===== config.mk =====
export PLATFORM = sky130hd
export DESIGN_NAME = first_fit_heap_with_aliases
export DESIGN_NICKNAME = d
export VERILOG_FILES = /design/src/sv/ffh_pkg.sv /design/src/sv/ffh_ctrl.sv /design/src/sv/ffh_datapath.sv /design/src/sv/first_fit_heap_with_aliases.sv
export SDC_FILE = /design/constraint.sdc
export NUM_CORES = 2
export LEC_CHECK = 0
export BUFFER_PORTS_ARGS = -buffer_cell sky130_fd_sc_hd__buf_2
export CAP_MARGIN = 15
export CORE_MARGIN = 2
export CORE_UTILIZATION = 55
export CTS_BUF_LIST = sky130_fd_sc_hd__clkbuf_4 sky130_fd_sc_hd__clkbuf_8
export DETAILED_ROUTE_END_ITERATION = 10
export PLACE_DENSITY = 0.72
export REMOVE_ABC_BUFFERS = 1
export SETUP_SLACK_MARGIN = 0.1
export SYNTH_ARGS = -nofsm -noshare
export SYNTH_HDL_FRONTEND = slang
export SYNTH_SLANG_ARGS = --single-unit

===== constraint.sdc =====
create_clock -name clock -period 7.2 [get_ports clock]
set_input_delay 1.44 -clock clock [delete_from_list [all_inputs] [get_ports clock]]
set_output_delay 1.44 -clock clock [all_outputs]
set_load 0.02 [all_outputs]

===== src/sv/ffh_pkg.sv =====
// Shared constants, codes and controller/datapath interface types of the heap manager.
package ffh_pkg;

   localparam int NUM_VARS   = 16;
   localparam int FREE_SLOTS = 32;
   localparam int ADDR_BITS  = 16;

   localparam int VAR_AW = $clog2(NUM_VARS);
   localparam int FS_AW  = $clog2(FREE_SLOTS);
   localparam int FS_CW  = $clog2(FREE_SLOTS + 1);
   localparam int REF_W  = 5;

   localparam logic [ADDR_BITS-1:0] HEAP_RESET = ADDR_BITS'(4096);
   localparam logic [REF_W-1:0]     REF_MAX    = '1;

   localparam logic [2:0] STAT_OK         = 3'd0;
   localparam logic [2:0] STAT_NO_FIT     = 3'd1;
   localparam logic [2:0] STAT_UNKNOWN    = 3'd2;
   localparam logic [2:0] STAT_BAD_SHRINK = 3'd3;
   localparam logic [2:0] STAT_LIST_FULL  = 3'd4;

   typedef logic [ADDR_BITS-1:0] addr_type;

   typedef enum logic [1:0] {
      OP_ALLOC    = 2'd0,
      OP_ALIAS    = 2'd1,
      OP_FREE     = 2'd2,
      OP_COMPRESS = 2'd3
   } opcode_type;

   typedef struct packed {
      addr_type addr;
      addr_type size;
   } free_entry_type;

   typedef enum logic [1:0] {
      RD_I     = 2'd0,
      RD_J_DEC = 2'd1,
      RD_J_INC = 2'd2,
      RD_ZERO  = 2'd3
   } rd_sel_type;

   typedef enum logic [1:0] {
      WR_NEW  = 2'd0,
      WR_MOVE = 2'd1,
      WR_TAKE = 2'd2,
      WR_CUR  = 2'd3
   } wr_sel_type;

   typedef struct packed {
      logic       load_req;
      logic       rd_src;
      logic       status_we;
      logic [2:0] status_code;
      logic       shrink;
      logic       do_alias;
      logic       do_free;
      logic       set_key;
      logic       take;
      logic       clr_cnt;
      logic       inc_i;
      logic       inc_j;
      logic       dec_j;
      logic       j_from_fc;
      logic       j_from_i;
      rd_sel_type rd_sel;
      logic       mem_we;
      wr_sel_type wr_sel;
      logic       fc_inc;
      logic       fc_dec;
      logic       fc_set_wnext;
      logic       cur_load;
      logic       cur_merge;
      logic       rsp_load;
      logic       init;
   } ctrl_cmd_type;

   typedef struct packed {
      opcode_type op;
      logic       vok;
      logic       sok;
      logic       ent_valid;
      logic       n_gt_size;
      logic       tail_zero;
      logic       list_full;
      logic       same_vs;
      logic       give_nonempty;
      logic       i_end;
      logic       ins_hit;
      logic       fit;
      logic       take_empty;
      logic       j_at_i;
      logic       rem_end;
      logic       adjacent;
      logic       fc_zero;
   } dp_stat_type;

endpackage


===== src/sv/ffh_ctrl.sv =====
// Controller state machine that sequences every heap operation over the datapath.
module ffh_ctrl (
   input  logic                 clock,
   input  logic                 reset,
   input  logic                 req_valid,
   output logic                 req_ready,
   output logic                 rsp_valid,
   input  logic                 rsp_ready,
   input  ffh_pkg::dp_stat_type stat,
   output ffh_pkg::ctrl_cmd_type cmd
);

   typedef enum logic [15:0] {
      S_INIT      = 16'h0001,
      S_IDLE      = 16'h0002,
      S_DECODE    = 16'h0004,
      S_ASCAN_RD  = 16'h0008,
      S_ASCAN_CHK = 16'h0010,
      S_REM_RD    = 16'h0020,
      S_REM_WR    = 16'h0040,
      S_INS_RD    = 16'h0080,
      S_INS_CHK   = 16'h0100,
      S_SHIFT     = 16'h0200,
      S_SHIFT_WR  = 16'h0400,
      S_CMP_LD    = 16'h0800,
      S_CMP_NXT   = 16'h1000,
      S_CMP_CHK   = 16'h2000,
      S_CMP_WR    = 16'h4000,
      S_FINISH    = 16'h8000
   } state_type;

   state_type state_ff, state_in;
   logic      rsp_valid_ff, rsp_valid_in;
   logic      slot_free;

   assign slot_free = !rsp_valid_ff || rsp_ready;
   assign req_ready = (state_ff == S_IDLE);
   assign rsp_valid = rsp_valid_ff;

   always_comb begin
      state_in = state_ff;
      cmd = '0;
      cmd.rd_sel = ffh_pkg::RD_I;
      cmd.wr_sel = ffh_pkg::WR_NEW;
      case (state_ff)
         S_INIT: begin
            cmd.init = 1'b1;
            state_in = S_IDLE;
         end
         S_IDLE: begin
            if (req_valid) begin
               cmd.load_req = 1'b1;
               state_in = S_DECODE;
            end
         end
         S_DECODE: begin
            cmd.rd_src = (stat.op == ffh_pkg::OP_ALIAS);
            state_in = S_FINISH;
            case (stat.op)
               ffh_pkg::OP_ALLOC: begin
                  if (!stat.vok) begin
                     cmd.status_we = 1'b1;
                     cmd.status_code = ffh_pkg::STAT_UNKNOWN;
                  end else if (!stat.ent_valid) begin
                     cmd.clr_cnt = 1'b1;
                     state_in = S_ASCAN_RD;
                  end else if (stat.n_gt_size) begin
                     cmd.status_we = 1'b1;
                     cmd.status_code = ffh_pkg::STAT_BAD_SHRINK;
                  end else if (stat.tail_zero) begin
                     state_in = S_FINISH;
                  end else if (stat.list_full) begin
                     cmd.status_we = 1'b1;
                     cmd.status_code = ffh_pkg::STAT_LIST_FULL;
                  end else begin
                     cmd.shrink = 1'b1;
                     cmd.set_key = 1'b1;
                     cmd.clr_cnt = 1'b1;
                     state_in = S_INS_RD;
                  end
               end
               ffh_pkg::OP_ALIAS: begin
                  if (!stat.vok || !stat.sok || !stat.ent_valid) begin
                     cmd.status_we = 1'b1;
                     cmd.status_code = ffh_pkg::STAT_UNKNOWN;
                  end else if (!stat.same_vs) begin
                     cmd.do_alias = 1'b1;
                  end
               end
               ffh_pkg::OP_FREE: begin
                  if (!stat.vok || !stat.ent_valid) begin
                     cmd.status_we = 1'b1;
                     cmd.status_code = ffh_pkg::STAT_UNKNOWN;
                  end else if (stat.give_nonempty && stat.list_full) begin
                     cmd.status_we = 1'b1;
                     cmd.status_code = ffh_pkg::STAT_LIST_FULL;
                  end else begin
                     cmd.do_free = 1'b1;
                     if (stat.give_nonempty) begin
                        cmd.set_key = 1'b1;
                        cmd.clr_cnt = 1'b1;
                        state_in = S_INS_RD;
                     end
                  end
               end
               default: begin
                  cmd.clr_cnt = 1'b1;
                  if (!stat.fc_zero) begin
                     cmd.rd_sel = ffh_pkg::RD_ZERO;
                     state_in = S_CMP_LD;
                  end
               end
            endcase
         end
         S_ASCAN_RD: begin
            if (stat.i_end) begin
               cmd.status_we = 1'b1;
               cmd.status_code = ffh_pkg::STAT_NO_FIT;
               state_in = S_FINISH;
            end else begin
               cmd.rd_sel = ffh_pkg::RD_I;
               state_in = S_ASCAN_CHK;
            end
         end
         S_ASCAN_CHK: begin
            if (stat.fit) begin
               cmd.take = 1'b1;
               if (stat.take_empty) begin
                  cmd.j_from_i = 1'b1;
                  state_in = S_REM_RD;
               end else begin
                  cmd.mem_we = 1'b1;
                  cmd.wr_sel = ffh_pkg::WR_TAKE;
                  state_in = S_FINISH;
               end
            end else begin
               cmd.inc_i = 1'b1;
               state_in = S_ASCAN_RD;
            end
         end
         S_REM_RD: begin
            if (stat.rem_end) begin
               cmd.fc_dec = 1'b1;
               state_in = S_FINISH;
            end else begin
               cmd.rd_sel = ffh_pkg::RD_J_INC;
               state_in = S_REM_WR;
            end
         end
         S_REM_WR: begin
            cmd.mem_we = 1'b1;
            cmd.wr_sel = ffh_pkg::WR_MOVE;
            cmd.inc_j = 1'b1;
            state_in = S_REM_RD;
         end
         S_INS_RD: begin
            if (stat.i_end) begin
               cmd.j_from_fc = 1'b1;
               state_in = S_SHIFT;
            end else begin
               cmd.rd_sel = ffh_pkg::RD_I;
               state_in = S_INS_CHK;
            end
         end
         S_INS_CHK: begin
            if (stat.ins_hit) begin
               cmd.j_from_fc = 1'b1;
               state_in = S_SHIFT;
            end else begin
               cmd.inc_i = 1'b1;
               state_in = S_INS_RD;
            end
         end
         S_SHIFT: begin
            if (stat.j_at_i) begin
               cmd.mem_we = 1'b1;
               cmd.wr_sel = ffh_pkg::WR_NEW;
               cmd.fc_inc = 1'b1;
               state_in = S_FINISH;
            end else begin
               cmd.rd_sel = ffh_pkg::RD_J_DEC;
               state_in = S_SHIFT_WR;
            end
         end
         S_SHIFT_WR: begin
            cmd.mem_we = 1'b1;
            cmd.wr_sel = ffh_pkg::WR_MOVE;
            cmd.dec_j = 1'b1;
            state_in = S_SHIFT;
         end
         S_CMP_LD: begin
            cmd.cur_load = 1'b1;
            cmd.inc_i = 1'b1;
            state_in = S_CMP_NXT;
         end
         S_CMP_NXT: begin
            if (stat.i_end) begin
               state_in = S_CMP_WR;
            end else begin
               cmd.rd_sel = ffh_pkg::RD_I;
               state_in = S_CMP_CHK;
            end
         end
         S_CMP_CHK: begin
            cmd.inc_i = 1'b1;
            if (stat.adjacent) begin
               cmd.cur_merge = 1'b1;
            end else begin
               cmd.mem_we = 1'b1;
               cmd.wr_sel = ffh_pkg::WR_CUR;
               cmd.inc_j = 1'b1;
               cmd.cur_load = 1'b1;
            end
            state_in = S_CMP_NXT;
         end
         S_CMP_WR: begin
            cmd.mem_we = 1'b1;
            cmd.wr_sel = ffh_pkg::WR_CUR;
            cmd.fc_set_wnext = 1'b1;
            state_in = S_FINISH;
         end
         S_FINISH: begin
            if (slot_free) begin
               cmd.rsp_load = 1'b1;
               state_in = S_IDLE;
            end
         end
         default: begin
            state_in = S_INIT;
         end
      endcase
   end

   always_comb begin
      rsp_valid_in = rsp_valid_ff;
      if (cmd.rsp_load) begin
         rsp_valid_in = 1'b1;
      end else if (rsp_ready) begin
         rsp_valid_in = 1'b0;
      end
   end

   always_ff @(posedge clock) begin
      if (reset) begin
         state_ff <= S_INIT;
         rsp_valid_ff <= 1'b0;
      end else begin
         state_ff <= state_in;
         rsp_valid_ff <= rsp_valid_in;
      end
   end

`ifndef SYNTHESIS
   a_accept_decode: assert property (@(posedge clock) disable iff (reset)
      (req_valid && req_ready) |=> (state_ff == S_DECODE))
      else $error("accepted request did not move to decode");
   a_finish_shows: assert property (@(posedge clock) disable iff (reset)
      (state_ff == S_FINISH && !rsp_valid_ff) |=> rsp_valid_ff)
      else $error("finished request not presented");
   a_rsp_hold: assert property (@(posedge clock) disable iff (reset)
      (rsp_valid_ff && !rsp_ready) |=> rsp_valid_ff)
      else $error("pending result dropped before it was taken");
`endif

endmodule


===== src/sv/ffh_datapath.sv =====
// Datapath: variable table, free-list memory, scan counters and result register.
module ffh_datapath (
   input  logic                  clock,
   input  logic                  reset,
   input  ffh_pkg::ctrl_cmd_type cmd,
   output ffh_pkg::dp_stat_type  stat,
   input  logic [1:0]            req_opcode,
   input  logic [3:0]            req_var_id,
   input  logic [3:0]            req_src_var,
   input  logic [15:0]           req_alloc_size,
   input  logic                  csr_we,
   input  logic [15:0]           csr_heap_size,
   output logic [2:0]            rsp_status,
   output logic [15:0]           rsp_block_addr,
   output logic [15:0]           rsp_block_size,
   output logic [4:0]            rsp_ref_count
);

   localparam int AB = ffh_pkg::ADDR_BITS;
   localparam int CW = ffh_pkg::FS_CW;
   localparam int RW = ffh_pkg::REF_W;

   // Variable table.
   logic                     vt_valid_ff [ffh_pkg::NUM_VARS];
   ffh_pkg::addr_type        vt_addr_ff  [ffh_pkg::NUM_VARS];
   ffh_pkg::addr_type        vt_size_ff  [ffh_pkg::NUM_VARS];
   logic [RW-1:0]            vt_refs_ff  [ffh_pkg::NUM_VARS];

   // Free-list memory.
   ffh_pkg::free_entry_type  fl_mem [ffh_pkg::FREE_SLOTS];
   ffh_pkg::free_entry_type  rdata_ff;
   logic [ffh_pkg::FS_AW-1:0] raddr, waddr;
   ffh_pkg::free_entry_type  wdata;

   ffh_pkg::opcode_type      op_ff;
   logic [3:0]               v_ff, s_ff;
   logic [15:0]              n_ff;
   logic [2:0]               status_ff;
   logic [CW-1:0]            fc_ff, fc_in, i_ff, i_in, j_ff, j_in;
   logic [AB:0]              key_ff;
   ffh_pkg::addr_type        ins_size_ff;
   ffh_pkg::free_entry_type  cur_ff;
   logic [2:0]               rsp_status_ff;
   logic [15:0]              rsp_addr_ff, rsp_size_ff;
   logic [RW-1:0]            rsp_refs_ff;

   logic [ffh_pkg::VAR_AW-1:0] vidx, sidx, ridx;
   logic                     rd_ok, ent_valid;
   ffh_pkg::addr_type        ent_addr, ent_size, n_ext;
   logic [RW-1:0]            ent_refs, sat_refs;
   logic [AB:0]              cur_end, merge_sum;
   logic [CW:0]              j_next;

   assign vidx = ffh_pkg::VAR_AW'(v_ff);
   assign sidx = ffh_pkg::VAR_AW'(s_ff);
   assign ridx = cmd.rd_src ? sidx : vidx;
   assign rd_ok = cmd.rd_src ? (32'(s_ff) < ffh_pkg::NUM_VARS) : (32'(v_ff) < ffh_pkg::NUM_VARS);
   assign ent_valid = rd_ok && vt_valid_ff[ridx];
   assign ent_addr = vt_addr_ff[ridx];
   assign ent_size = vt_size_ff[ridx];
   assign ent_refs = vt_refs_ff[ridx];
   assign n_ext = AB'(n_ff);
   assign sat_refs = (ent_refs == ffh_pkg::REF_MAX) ? ent_refs : ent_refs + 1'b1;
   assign cur_end = {1'b0, cur_ff.addr} + {1'b0, cur_ff.size};
   assign merge_sum = {1'b0, cur_ff.size} + {1'b0, rdata_ff.size};
   assign j_next = {1'b0, j_ff} + 1'b1;

   always_comb begin
      stat.op = op_ff;
      stat.vok = (32'(v_ff) < ffh_pkg::NUM_VARS);
      stat.sok = (32'(s_ff) < ffh_pkg::NUM_VARS);
      stat.ent_valid = ent_valid;
      stat.n_gt_size = n_ext > ent_size;
      stat.tail_zero = (ent_size == n_ext);
      stat.list_full = (fc_ff >= CW'(ffh_pkg::FREE_SLOTS));
      stat.same_vs = (v_ff == s_ff);
      stat.give_nonempty = (ent_refs <= RW'(1)) && (ent_size != '0);
      stat.i_end = (i_ff == fc_ff);
      stat.ins_hit = ({1'b0, rdata_ff.addr} > key_ff);
      stat.fit = (rdata_ff.size >= n_ext);
      stat.take_empty = (rdata_ff.size == n_ext);
      stat.j_at_i = (j_ff == i_ff);
      stat.rem_end = (j_next >= {1'b0, fc_ff});
      stat.adjacent = (cur_end == {1'b0, rdata_ff.addr});
      stat.fc_zero = (fc_ff == '0);
   end

   // Memory addressing.
   always_comb begin
      case (cmd.rd_sel)
         ffh_pkg::RD_I:     raddr = i_ff[ffh_pkg::FS_AW-1:0];
         ffh_pkg::RD_J_DEC: raddr = ffh_pkg::FS_AW'(j_ff - 1'b1);
         ffh_pkg::RD_J_INC: raddr = j_next[ffh_pkg::FS_AW-1:0];
         default:           raddr = '0;
      endcase
      waddr = (cmd.wr_sel == ffh_pkg::WR_TAKE) ? i_ff[ffh_pkg::FS_AW-1:0]
                                               : j_ff[ffh_pkg::FS_AW-1:0];
      case (cmd.wr_sel)
         ffh_pkg::WR_NEW: wdata = '{addr: key_ff[AB-1:0], size: ins_size_ff};
         ffh_pkg::WR_MOVE: wdata = rdata_ff;
         ffh_pkg::WR_TAKE: wdata = '{addr: rdata_ff.addr + n_ext,
                                     size: rdata_ff.size - n_ext};
         default: wdata = cur_ff;
      endcase
   end

   always_ff @(posedge clock) begin
      if (csr_we) begin
         fl_mem[0] <= '{addr: '0, size: AB'(csr_heap_size)};
      end else if (cmd.init) begin
         fl_mem[0] <= '{addr: '0, size: ffh_pkg::HEAP_RESET};
      end else if (cmd.mem_we) begin
         fl_mem[waddr] <= wdata;
      end
      rdata_ff <= fl_mem[raddr];
   end

   // Counters and free count.
   always_comb begin
      fc_in = fc_ff;
      if (csr_we) begin
         fc_in = (csr_heap_size != '0) ? CW'(1) : '0;
      end else if (cmd.init) begin
         fc_in = CW'(1);
      end else if (cmd.fc_inc) begin
         fc_in = fc_ff + 1'b1;
      end else if (cmd.fc_dec) begin
         fc_in = fc_ff - 1'b1;
      end else if (cmd.fc_set_wnext) begin
         fc_in = j_next[CW-1:0];
      end
      i_in = i_ff;
      if (cmd.clr_cnt) begin
         i_in = '0;
      end else if (cmd.inc_i) begin
         i_in = i_ff + 1'b1;
      end
      j_in = j_ff;
      if (cmd.clr_cnt) begin
         j_in = '0;
      end else if (cmd.j_from_fc) begin
         j_in = fc_ff;
      end else if (cmd.j_from_i) begin
         j_in = i_ff;
      end else if (cmd.inc_j) begin
         j_in = j_next[CW-1:0];
      end else if (cmd.dec_j) begin
         j_in = j_ff - 1'b1;
      end
   end

   always_ff @(posedge clock) begin
      if (reset) begin
         fc_ff <= CW'(1);
         i_ff <= '0;
         j_ff <= '0;
         status_ff <= ffh_pkg::STAT_OK;
      end else begin
         fc_ff <= fc_in;
         i_ff <= i_in;
         j_ff <= j_in;
         if (cmd.load_req) begin
            status_ff <= ffh_pkg::STAT_OK;
         end else if (cmd.status_we) begin
            status_ff <= cmd.status_code;
         end
      end
   end

   // Request latch, insert key and compress accumulator.
   always_ff @(posedge clock) begin
      if (cmd.load_req) begin
         op_ff <= ffh_pkg::opcode_type'(req_opcode);
         v_ff <= req_var_id;
         s_ff <= req_src_var;
         n_ff <= req_alloc_size;
      end
      if (cmd.set_key) begin
         if (op_ff == ffh_pkg::OP_ALLOC) begin
            key_ff <= {1'b0, ent_addr} + {1'b0, n_ext};
            ins_size_ff <= ent_size - n_ext;
         end else begin
            key_ff <= {1'b0, ent_addr};
            ins_size_ff <= ent_size;
         end
      end
      if (cmd.cur_load) begin
         cur_ff <= rdata_ff;
      end else if (cmd.cur_merge) begin
         cur_ff.size <= merge_sum[AB] ? '1 : merge_sum[AB-1:0];
      end
   end

   // Variable table updates.
   always_ff @(posedge clock) begin
      if (reset) begin
         for (int k = 0; k < ffh_pkg::NUM_VARS; k++) begin
            vt_valid_ff[k] <= 1'b0;
         end
      end else begin
         if (cmd.shrink) begin
            vt_size_ff[vidx] <= n_ext;
         end
         if (cmd.do_alias) begin
            vt_refs_ff[sidx] <= sat_refs;
            vt_valid_ff[vidx] <= 1'b1;
            vt_addr_ff[vidx] <= ent_addr;
            vt_size_ff[vidx] <= ent_size;
            vt_refs_ff[vidx] <= sat_refs;
         end
         if (cmd.do_free) begin
            for (int k = 0; k < ffh_pkg::NUM_VARS; k++) begin
               if (ffh_pkg::VAR_AW'(k) != vidx && vt_valid_ff[k] &&
                   vt_addr_ff[k] == ent_addr && vt_refs_ff[k] != '0) begin
                  vt_refs_ff[k] <= vt_refs_ff[k] - 1'b1;
               end
            end
            vt_valid_ff[vidx] <= 1'b0;
         end
         if (cmd.take) begin
            vt_valid_ff[vidx] <= 1'b1;
            vt_addr_ff[vidx] <= rdata_ff.addr;
            vt_size_ff[vidx] <= n_ext;
            vt_refs_ff[vidx] <= RW'(1);
         end
      end
   end

   // Result register.
   always_ff @(posedge clock) begin
      if (cmd.rsp_load) begin
         rsp_status_ff <= status_ff;
         rsp_addr_ff <= ent_valid ? 16'(ent_addr) : '0;
         rsp_size_ff <= ent_valid ? 16'(ent_size) : '0;
         rsp_refs_ff <= ent_valid ? ent_refs : '0;
      end
   end

   assign rsp_status = rsp_status_ff;
   assign rsp_block_addr = rsp_addr_ff;
   assign rsp_block_size = rsp_size_ff;
   assign rsp_ref_count = rsp_refs_ff;

`ifndef SYNTHESIS
   a_fc_bound: assert property (@(posedge clock) disable iff (reset)
      fc_ff <= CW'(ffh_pkg::FREE_SLOTS))
      else $error("free count beyond slot count");
   a_no_insert_full: assert property (@(posedge clock) disable iff (reset)
      cmd.fc_inc |-> (fc_ff < CW'(ffh_pkg::FREE_SLOTS)))
      else $error("insert into a full free list");
   a_no_remove_empty: assert property (@(posedge clock) disable iff (reset)
      cmd.fc_dec |-> (fc_ff != '0))
      else $error("removal from an empty free list");
`endif

endmodule


===== src/sv/first_fit_heap_with_aliases.sv =====
// Top level of the first-fit heap manager: controller plus datapath.
// Alias, free without return and requests refused at decode go from decode straight to the
// finish state, which loads the result register once the previous result has been taken.
// Scans read the free list entry by entry; an insert or removal moves the later entries one
// at a time, and compress walks every entry and writes the merged blocks back from the start.
// One request is in work at a time; the next is taken while the result waits to be taken.
// Reset is synchronous: after reset the init state rebuilds the free list as one 4096 block.
module first_fit_heap_with_aliases (
   input  logic        clock,
   input  logic        reset,
   input  logic        req_valid,
   output logic        req_ready,
   input  logic [1:0]  req_opcode,
   input  logic [3:0]  req_var_id,
   input  logic [3:0]  req_src_var,
   input  logic [15:0] req_alloc_size,
   output logic        rsp_valid,
   input  logic        rsp_ready,
   output logic [2:0]  rsp_status,
   output logic [15:0] rsp_block_addr,
   output logic [15:0] rsp_block_size,
   output logic [4:0]  rsp_ref_count,
   input  logic        csr_valid,
   output logic        csr_ready,
   input  logic [15:0] csr_heap_size
);

   ffh_pkg::ctrl_cmd_type cmd;
   ffh_pkg::dp_stat_type  stat;

   // Heap size writes are taken at any time; the user must send them only while idle (the
   // block does not enforce it); they rebuild the free list as one block at address zero.
   assign csr_ready = 1'b1;

   // The controller walks each request through its steps; the datapath holds
   // the variable table, the free-list memory and the result register.
   ffh_ctrl u_ctrl (
      .clock     (clock),
      .reset     (reset),
      .req_valid (req_valid),
      .req_ready (req_ready),
      .rsp_valid (rsp_valid),
      .rsp_ready (rsp_ready),
      .stat      (stat),
      .cmd       (cmd)
   );

   ffh_datapath u_datapath (
      .clock          (clock),
      .reset          (reset),
      .cmd            (cmd),
      .stat           (stat),
      .req_opcode     (req_opcode),
      .req_var_id     (req_var_id),
      .req_src_var    (req_src_var),
      .req_alloc_size (req_alloc_size),
      .csr_we         (csr_valid && csr_ready),
      .csr_heap_size  (csr_heap_size),
      .rsp_status     (rsp_status),
      .rsp_block_addr (rsp_block_addr),
      .rsp_block_size (rsp_block_size),
      .rsp_ref_count  (rsp_ref_count)
   );

endmodule


### Word-level counts from Yosys, hierarchy flattened

Memories as Yosys holds them, arrays and structs flattened. A register that Yosys moved wholly into a read port is not among the register bits.
Cells that the tools add are included.

* order comparisons: 6
* add/subtract/negate cells: 28
* mux-type cells: 215
* bitwise logic cells: 7
* equality and inequality tests: 62
* reduce and logical (&&, ||, !) cells: 89

Operator list (number)
* $mux 16: 23
* $eq 16x16->1: 18
* $pmux 16 s15: 1
* $mux 1: 136
* $pmux 32 s3: 1
* $reduce_bool 5->1: 17
* $sub 5x1->5 const B: 16
* $mux 32: 2
* $mux 6: 9
* $add 16x16->17: 3
* $logic_and 1x1->1: 50
* $mux 4: 12
* $pmux 16 s3: 1
* $mux 5: 8
* $ne 4x4->1 const A: 8
* $reduce_bool 16->1: 2
* $reduce_or 32->1: 1
* $sub 16x16->16: 2
* $mux 10: 2
* $eq 17x16->1: 1
* $gt 16x17->1: 1
* $add 16x16->16: 1
* $eq 16x1->1 const B: 1
* $eq 16x10->1 const B: 1
* 55 further kinds: 90

* RAM bits: 1632
* memories: 5
* logic and storage cells: 431
* output and inout bits: 43
* register bits: 169

Memories
* u_datapath.fl_mem: words 32, bits a word 32, read ports 1, clocked after memory_dff 1, wr ports 1, RTL line ffh_datapath.sv:30 `ffh_pkg::free_entry_type fl_mem [ffh_pkg::FREE_SLOTS];`
* u_datapath.vt_addr_ff: words 16, bits a word 16, read ports 17, clocked after memory_dff 0, wr ports 1, RTL line ffh_datapath.sv:25 `ffh_pkg::addr_type vt_addr_ff [ffh_pkg::NUM_VARS];`
* u_datapath.vt_size_ff: words 16, bits a word 16, read ports 1, clocked after memory_dff 0, wr ports 1, RTL line ffh_datapath.sv:26 `ffh_pkg::addr_type vt_size_ff [ffh_pkg::NUM_VARS];`
* u_datapath.vt_refs_ff: words 16, bits a word 5, read ports 17, clocked after memory_dff 0, wr ports 16, RTL line ffh_datapath.sv:27 `logic [RW-1:0] vt_refs_ff [ffh_pkg::NUM_VARS];`
* u_datapath.vt_valid_ff: words 16, bits a word 1, read ports 17, clocked after memory_dff 0, wr ports 16, RTL line ffh_datapath.sv:24 `logic vt_valid_ff [ffh_pkg::NUM_VARS];`

### Depth between registers and ports, before layout

An unclocked memory read counts as a cell.

* depth after elaboration: 18
* mapped depth: 32
* mapped depth without buffers: 24

### Modules after synthesis

A second synthesis with hierarchy kept.

* cells, all modules: 6637
* area total of the unflattened synthesis: 86963.4 µm²

Modules (own cells, without submodules)
* ffh_datapath: area an instance 85524.5 µm², sequential area each 54001.8 µm², cells each 6446, instances 1
* ffh_ctrl: area an instance 1427.6 µm², sequential area each 340.3 µm², cells each 189, instances 1
* first_fit_heap_with_aliases: area an instance 11.3 µm², sequential area each 0.0 µm², cells each 2, instances 1

### Least setup slack after synthesis

Ideal clock, no wire load.

* path type: reg-to-reg
* from: reg u_ctrl.state_ff[6]
* to: reg u_datapath.ins_size_ff[0] (enable)
* library setup time: 0.423 ns
* data arrival time: 6.126 ns
* slack: 0.651 ns
* stages on the path, launching flop included: 26
* buffers on the path: 6
* data required time: 6.777 ns
* cells stage by stage: dfxtp_1 nor4_4 and4_4 buf_6 a21boi_2 nor2_4 buf_1 clkbuf_1 clkbuf_1 buf_1 clkbuf_1 o211ai_1 o31a_1 ha_1 a21o_1 a21oi_1 o21bai_1 a21oi_1 o21bai_1 a21o_1 a221o_1 a211o_1 nand2_1 nor2_1 a21oi_1 nor2_1

RTL lines
* from (decl): RTL line ffh_ctrl.sv:32 `state_type state_ff, state_in;`
* from (signal assigned): RTL line ffh_ctrl.sv:248 `state_ff <= state_in;`
* to (signal assigned): RTL line ffh_datapath.sv:181 `ins_size_ff <= ent_size - n_ext;`
* to (signal assigned): RTL line ffh_datapath.sv:184 `ins_size_ff <= ent_size;`
* to (decl): RTL line ffh_datapath.sv:41 `ffh_pkg::addr_type ins_size_ff;`

### Final worst setup path

* from: reg u_ctrl.state_ff[7]
* to: mem u_datapath.vt_size_ff[13][3] (netlist bit) (enable)

* word-level cells in the longest chain between the ends: 15

Ends and longest elaborated chain
* $eq 16x3->1 (*): RTL line ffh_ctrl.sv:45 `case (state_ff)`
* $mux 1 (*): RTL line ffh_ctrl.sv:45
* $mux 4 (*): RTL line ffh_datapath.sv:56 `assign ridx = cmd.rd_src ? sidx : vidx;`
* $mem_v2 16x16 (*)
* net u_datapath.ent_size[4]: RTL line ffh_datapath.sv:49 `ffh_pkg::addr_type ent_addr, ent_size, n_ext;`
* branches (longest 2 deep; another with $gt 16x16->1)
* $mux 1 (*): RTL line ffh_ctrl.sv:67 `end else if (stat.n_gt_size) begin`
* $mux 5 (*): RTL line ffh_ctrl.sv:64 `end else if (!stat.ent_valid) begin`
* $mux 1 (*): RTL line ffh_ctrl.sv:59 `case (stat.op)`
* $mux 4 (*): RTL line ffh_ctrl.sv:45
* $mux 1 (*): RTL line ffh_datapath.sv:201 `if (cmd.shrink) begin`
* $mux 1 (*): RTL line ffh_datapath.sv:196 `if (reset) begin`
* $mux 1 (not written as such) (*): RTL line ffh_datapath.sv:202 `vt_size_ff[vidx] <= n_ext;`
* $or 1x1->1 (no line) (*) (2 in a row)
* to (decl): RTL line ffh_datapath.sv:26

Mark *: on every way through the listed nets, which the timed path passes.

==> results.txt <==
outcome: completed
Switch Pwr: 5460 uW
Synth top area share: 60.3%
Crit. Startpoint: u_ctrl.state_ff[7]$_SDFFE_PP0P_
largest family of logic cells by synthesized area: compound AO/OA/AOI/OAI gates
Worst Path Class, Setup: reg2reg
DP HPWL: 222000 microns
asr flop ratio synth: 0%
power per standard cell area: 231 mW/mm^2
chip height: 404 microns
WL final: 337000 microns
Slew HR: 2.75%
dominant synthesized flop cell: edfxtp_1
mux contribution to synthesized area: 3.08%
final count of negative-setup-slack endpoints: 0
fillcell total: 12.3k
drt wl/cell: 33.4 microns
static leakage: 0.0362 uW
post-synthesis cell type count: 113
YS warnings: 0
Inserted Clock Buffers: 320
largest cells by area after synthesis: edfxtp_1 (60%), nand2_1 (5.5%), a21oi_1 (2.7%)
final std cells w/o fill: 10.1k
dpl cells: 9525
Seq. cell area: 0.0543 sq mm
post-synthesis compound-gate area fraction: 13.3%
RSZ-0062 raised after global routing: true
Post-synth EDFFs: 1763
clock sink count: 1833
worst-path cell chain: nor4b_1 -> and4_4 -> buf_4 -> and3_1 -> nor2_4 -> buf_4 -> a211oi_1 -> a211oi_1 -> o31ai_1 -> inv_1 -> ha_1 -> inv_1 -> o21bai_1 -> a21oi_1 -> o21bai_1 -> a21o_1 -> a221o_1 -> a211o_1 -> nand2_1 -> nor4b_1 -> nor3_2 -> buf_12 -> nor2_2
critical path fanouts, max: 26
commonest non-fill, non-tap cell in the layout: edfxtp_1
Yosys reg bits: 1833
CP startpoint kind: flop
worst-case clock buffer depth: 4
I/O Buffers: 88
Root Driver: clkbuf_8
post-route minimum period: 6.98 ns
Reg clk slew, reported paths: 0.06 ns
first-pass GRT wire length: 472000 microns
CP peak stage delay: 0.78 ns
Slew @ Worst Pin: 1.44 ns
critical path arrival: 7.62 ns
post-synthesis simple-gate area fraction: 13.2%
initial antenna violation count: 16
footprint of the multi-input gates: 0.0317 sq mm
largest net degree at the start of global routing: 155
final net count: 7990
GRT overflow: 0
most frequent cells in the layout: edfxtp_1 (1763), nand2_1 (1282), a21oi_1 (478)
Mapped Area: 0.0878 sq mm
vias in the first global route: 64.7k
hold_sp: u_datapath.status_ff[0]$_SDFFE_PP0P_
drt drc: 0
final slew viol count: 0
GRT Overall Usage: 40.8%
synthesized-area fraction occupied by adder cells: 2.15%
Slowest-stage cell, CP: nor2_2
worst path required time: 7.84 ns
initial DRC count: 9358
cts hold-fix bufs: 0
vias post-DR: 67.9k
worst skew pair latency: 1.12 ns
combinational share of power: 6.9%
IO Pins: 90
R2R Path Start: u_ctrl.state_ff[7]$_SDFFE_PP0P_
dominant cell type by area after synthesis: edfxtp_1
final hold vios: 0
Int Power: 17500 uW
clock group share of total power: 41.3%
starting density of the core: 55.4%
die area: 0.163 sq mm
Core ar.: 0.159 sq mm
min-delay worst type: reg2reg
vias per cell: 6.72
FMAX: 143 MHz
clk_skew: 0.117 ns
Avg Inst Size Synth: 11.8 sq um
Gate Count Post-Synth: 7457
Reg power frac: 51.8%
crit share post-route: 97.0%
CTS tree: done
switching share of power: 23.8%
Die X: 404 microns
H-tree levels: 5
layout cells sized above 1: 15.5%
Post-DRT Antenna Nets: 0
RD Place Congestion: 1.03
delay-heaviest family, CP: simple AND/OR/NAND/NOR gates
Seq/Total Area, Yosys: 61.9%
drt first pass iters: 7
VDD IR max: 0.000256 V
TNS Setup: 0 ns
Area Overhead vs Synth: 13.2%
Max Cap Viol: 0
critical path capture point type: flop
post-synthesis xor/xnor area fraction: 3.28%
WP buf/inv: 5
num rows: 146
[synth_stat cells, types with 14 or more instances]
cell type and n:
a311oi_1 61, nand2b_1 172, o21a_1 19, xor2_1 107, inv_1 145, ha_1 141
a2111oi_0 16, a32o_1 19, a221o_1 16, clkbuf_1 321, a21oi_1 481, and2_1 31
o211ai_1 18, a22oi_1 92, a32oi_1 34, edfxtp_1 1763, nor4_1 100, buf_2 71
buf_1 47, a21o_1 66, nor2_1 311, o221ai_1 36, a211oi_1 207, nand2_1 1291
mux2_2 40, buf_6 18, mux2i_1 200, o311ai_0 14, o22ai_1 53, nor3_1 81
buf_4 19, xnor2_1 222, mux2_1 14, o21bai_1 19, dfxtp_1 70, nand4_1 48
nand3_1 255, o21ai_0 240, a221oi_1 74, and3_1 98, a2bb2oi_1 33, nor2b_1 39
a31oi_1 103
[logic make-up after synthesis]
family | Yosys count
simple gates | 2526
flops | 1833
compound gates | 1733
buf+inv | 628
xor+xnor | 329
mux | 260
fa+ha+maj | 147
other cells | 1
[final timing paths]
path / to / slack (ns) / depth (start not counted)
worst min-delay path: u_datapath.rsp_status[0]$_DFFE_PP_ / 0.48 / 0
worst min register to register: u_datapath.rsp_status[0]$_DFFE_PP_ / 0.48 / 0
worst max register to register: u_datapath.vt_size_ff[13][3]$_DFFE_PP_ / 0.22 / 23
worst max-delay path: u_datapath.vt_size_ff[13][3]$_DFFE_PP_ / 0.22 / 23
[stage by stage]
stage	area, sq um	utilization (%)	worst slack, ns	hold slack [ns]	total power [uW]
2_1_floorplan	85700	-	-18.13	0.408	12900
3_3_place_gp	92900	58.6	0.116	0.464	13600
3_5_place_dp	92900	58.6	0.225	0.471	13600
4_1_cts	99100	62.5	0.145	0.485	22900
5_1_grt	99400	62.7	0.0513	0.495	23500
6_report	99400	62.7	0.216	0.483	22900
[layout make-up]
| cell class | count | area share, % |
|---|---|---|
| Clock buffer | 441 | 5.48 |
| Multi-Input combinational cell | 4996 | 31.9 |
| Antenna cell | 6 | 0.0151 |
| Sequential cell | 1833 | 54.7 |
| Clock inverter | 105 | 0.702 |
| Timing Repair Buffer | 495 | 4.08 |
| Inverter | 150 | 0.566 |
| Tap cell | 2072 | 2.61 |
[repair_timing]
action                     in CTS  in global routing
gates resized for setup         0                  8
buffers inserted                0                 12
setup endpoints to repair       0                271
[power groups by stage]
stage	logic (uW)	clock network (uW)	registers, uW
3_3_place_gp	1470	0	12100
3_5_place_dp	1490	0	12100
4_1_cts	1500	9520	11900
2_1_floorplan	869	0	12000
5_1_grt	1660	9950	11900
6_report	1580	9470	11900
[flip-flops by register name (all words and copies together), names as in the netlist]
register / flops
u_datapath.cur_ff: 32
u_datapath.vt_size_ff: 256
u_datapath.rsp_status: 3
u_datapath.j_ff: 6
u_ctrl.rsp_valid: 1
u_datapath.rdata_ff: 32
u_datapath.vt_addr_ff: 256
u_datapath.rsp_block_addr: 16
u_datapath.key_ff: 17
u_datapath.rsp_block_size: 16
u_datapath.op_ff: 2
u_datapath.ins_size_ff: 16
u_datapath.s_ff: 4
u_datapath.rsp_ref_count: 5
u_datapath.status_ff: 3
u_datapath.n_ext: 16
u_datapath.fc_ff: 6
u_datapath.fl_mem: 1024
u_datapath.vt_valid_ff: 16
u_datapath.v_ff: 4
u_datapath.i_ff: 6
u_ctrl.state_ff: 16
u_datapath.vt_refs_ff: 80
[worst register-to-register path, stage by stage, from the launching register on]
cell and delay [ns]:
dfxtp_1 0.37, nor4b_1 0.46, and4_4 0.52, buf_4 0.47, and3_1 0.30, nor2_4 0.10
buf_4 0.20, a211oi_1 0.28, a211oi_1 0.11, o31ai_1 0.42, inv_1 0.10, ha_1 0.37
inv_1 0.06, o21bai_1 0.14, a21oi_1 0.11, o21bai_1 0.15, a21o_1 0.20, a221o_1 0.22
a211o_1 0.23, nand2_1 0.12, nor4b_1 0.51, nor3_2 0.11, buf_12 0.20, nor2_2 0.80
[metal layers]
metal	up-vias	routed length, microns	global-route usage [%]
met1	33500	127000	53.5
met2	4573	153000	63.3
met3	1034	35100	8.26
met5	-	46	0
met4	8	22200	23.6
li1	28800	-	-
Power figures use the tool's default switching activity.
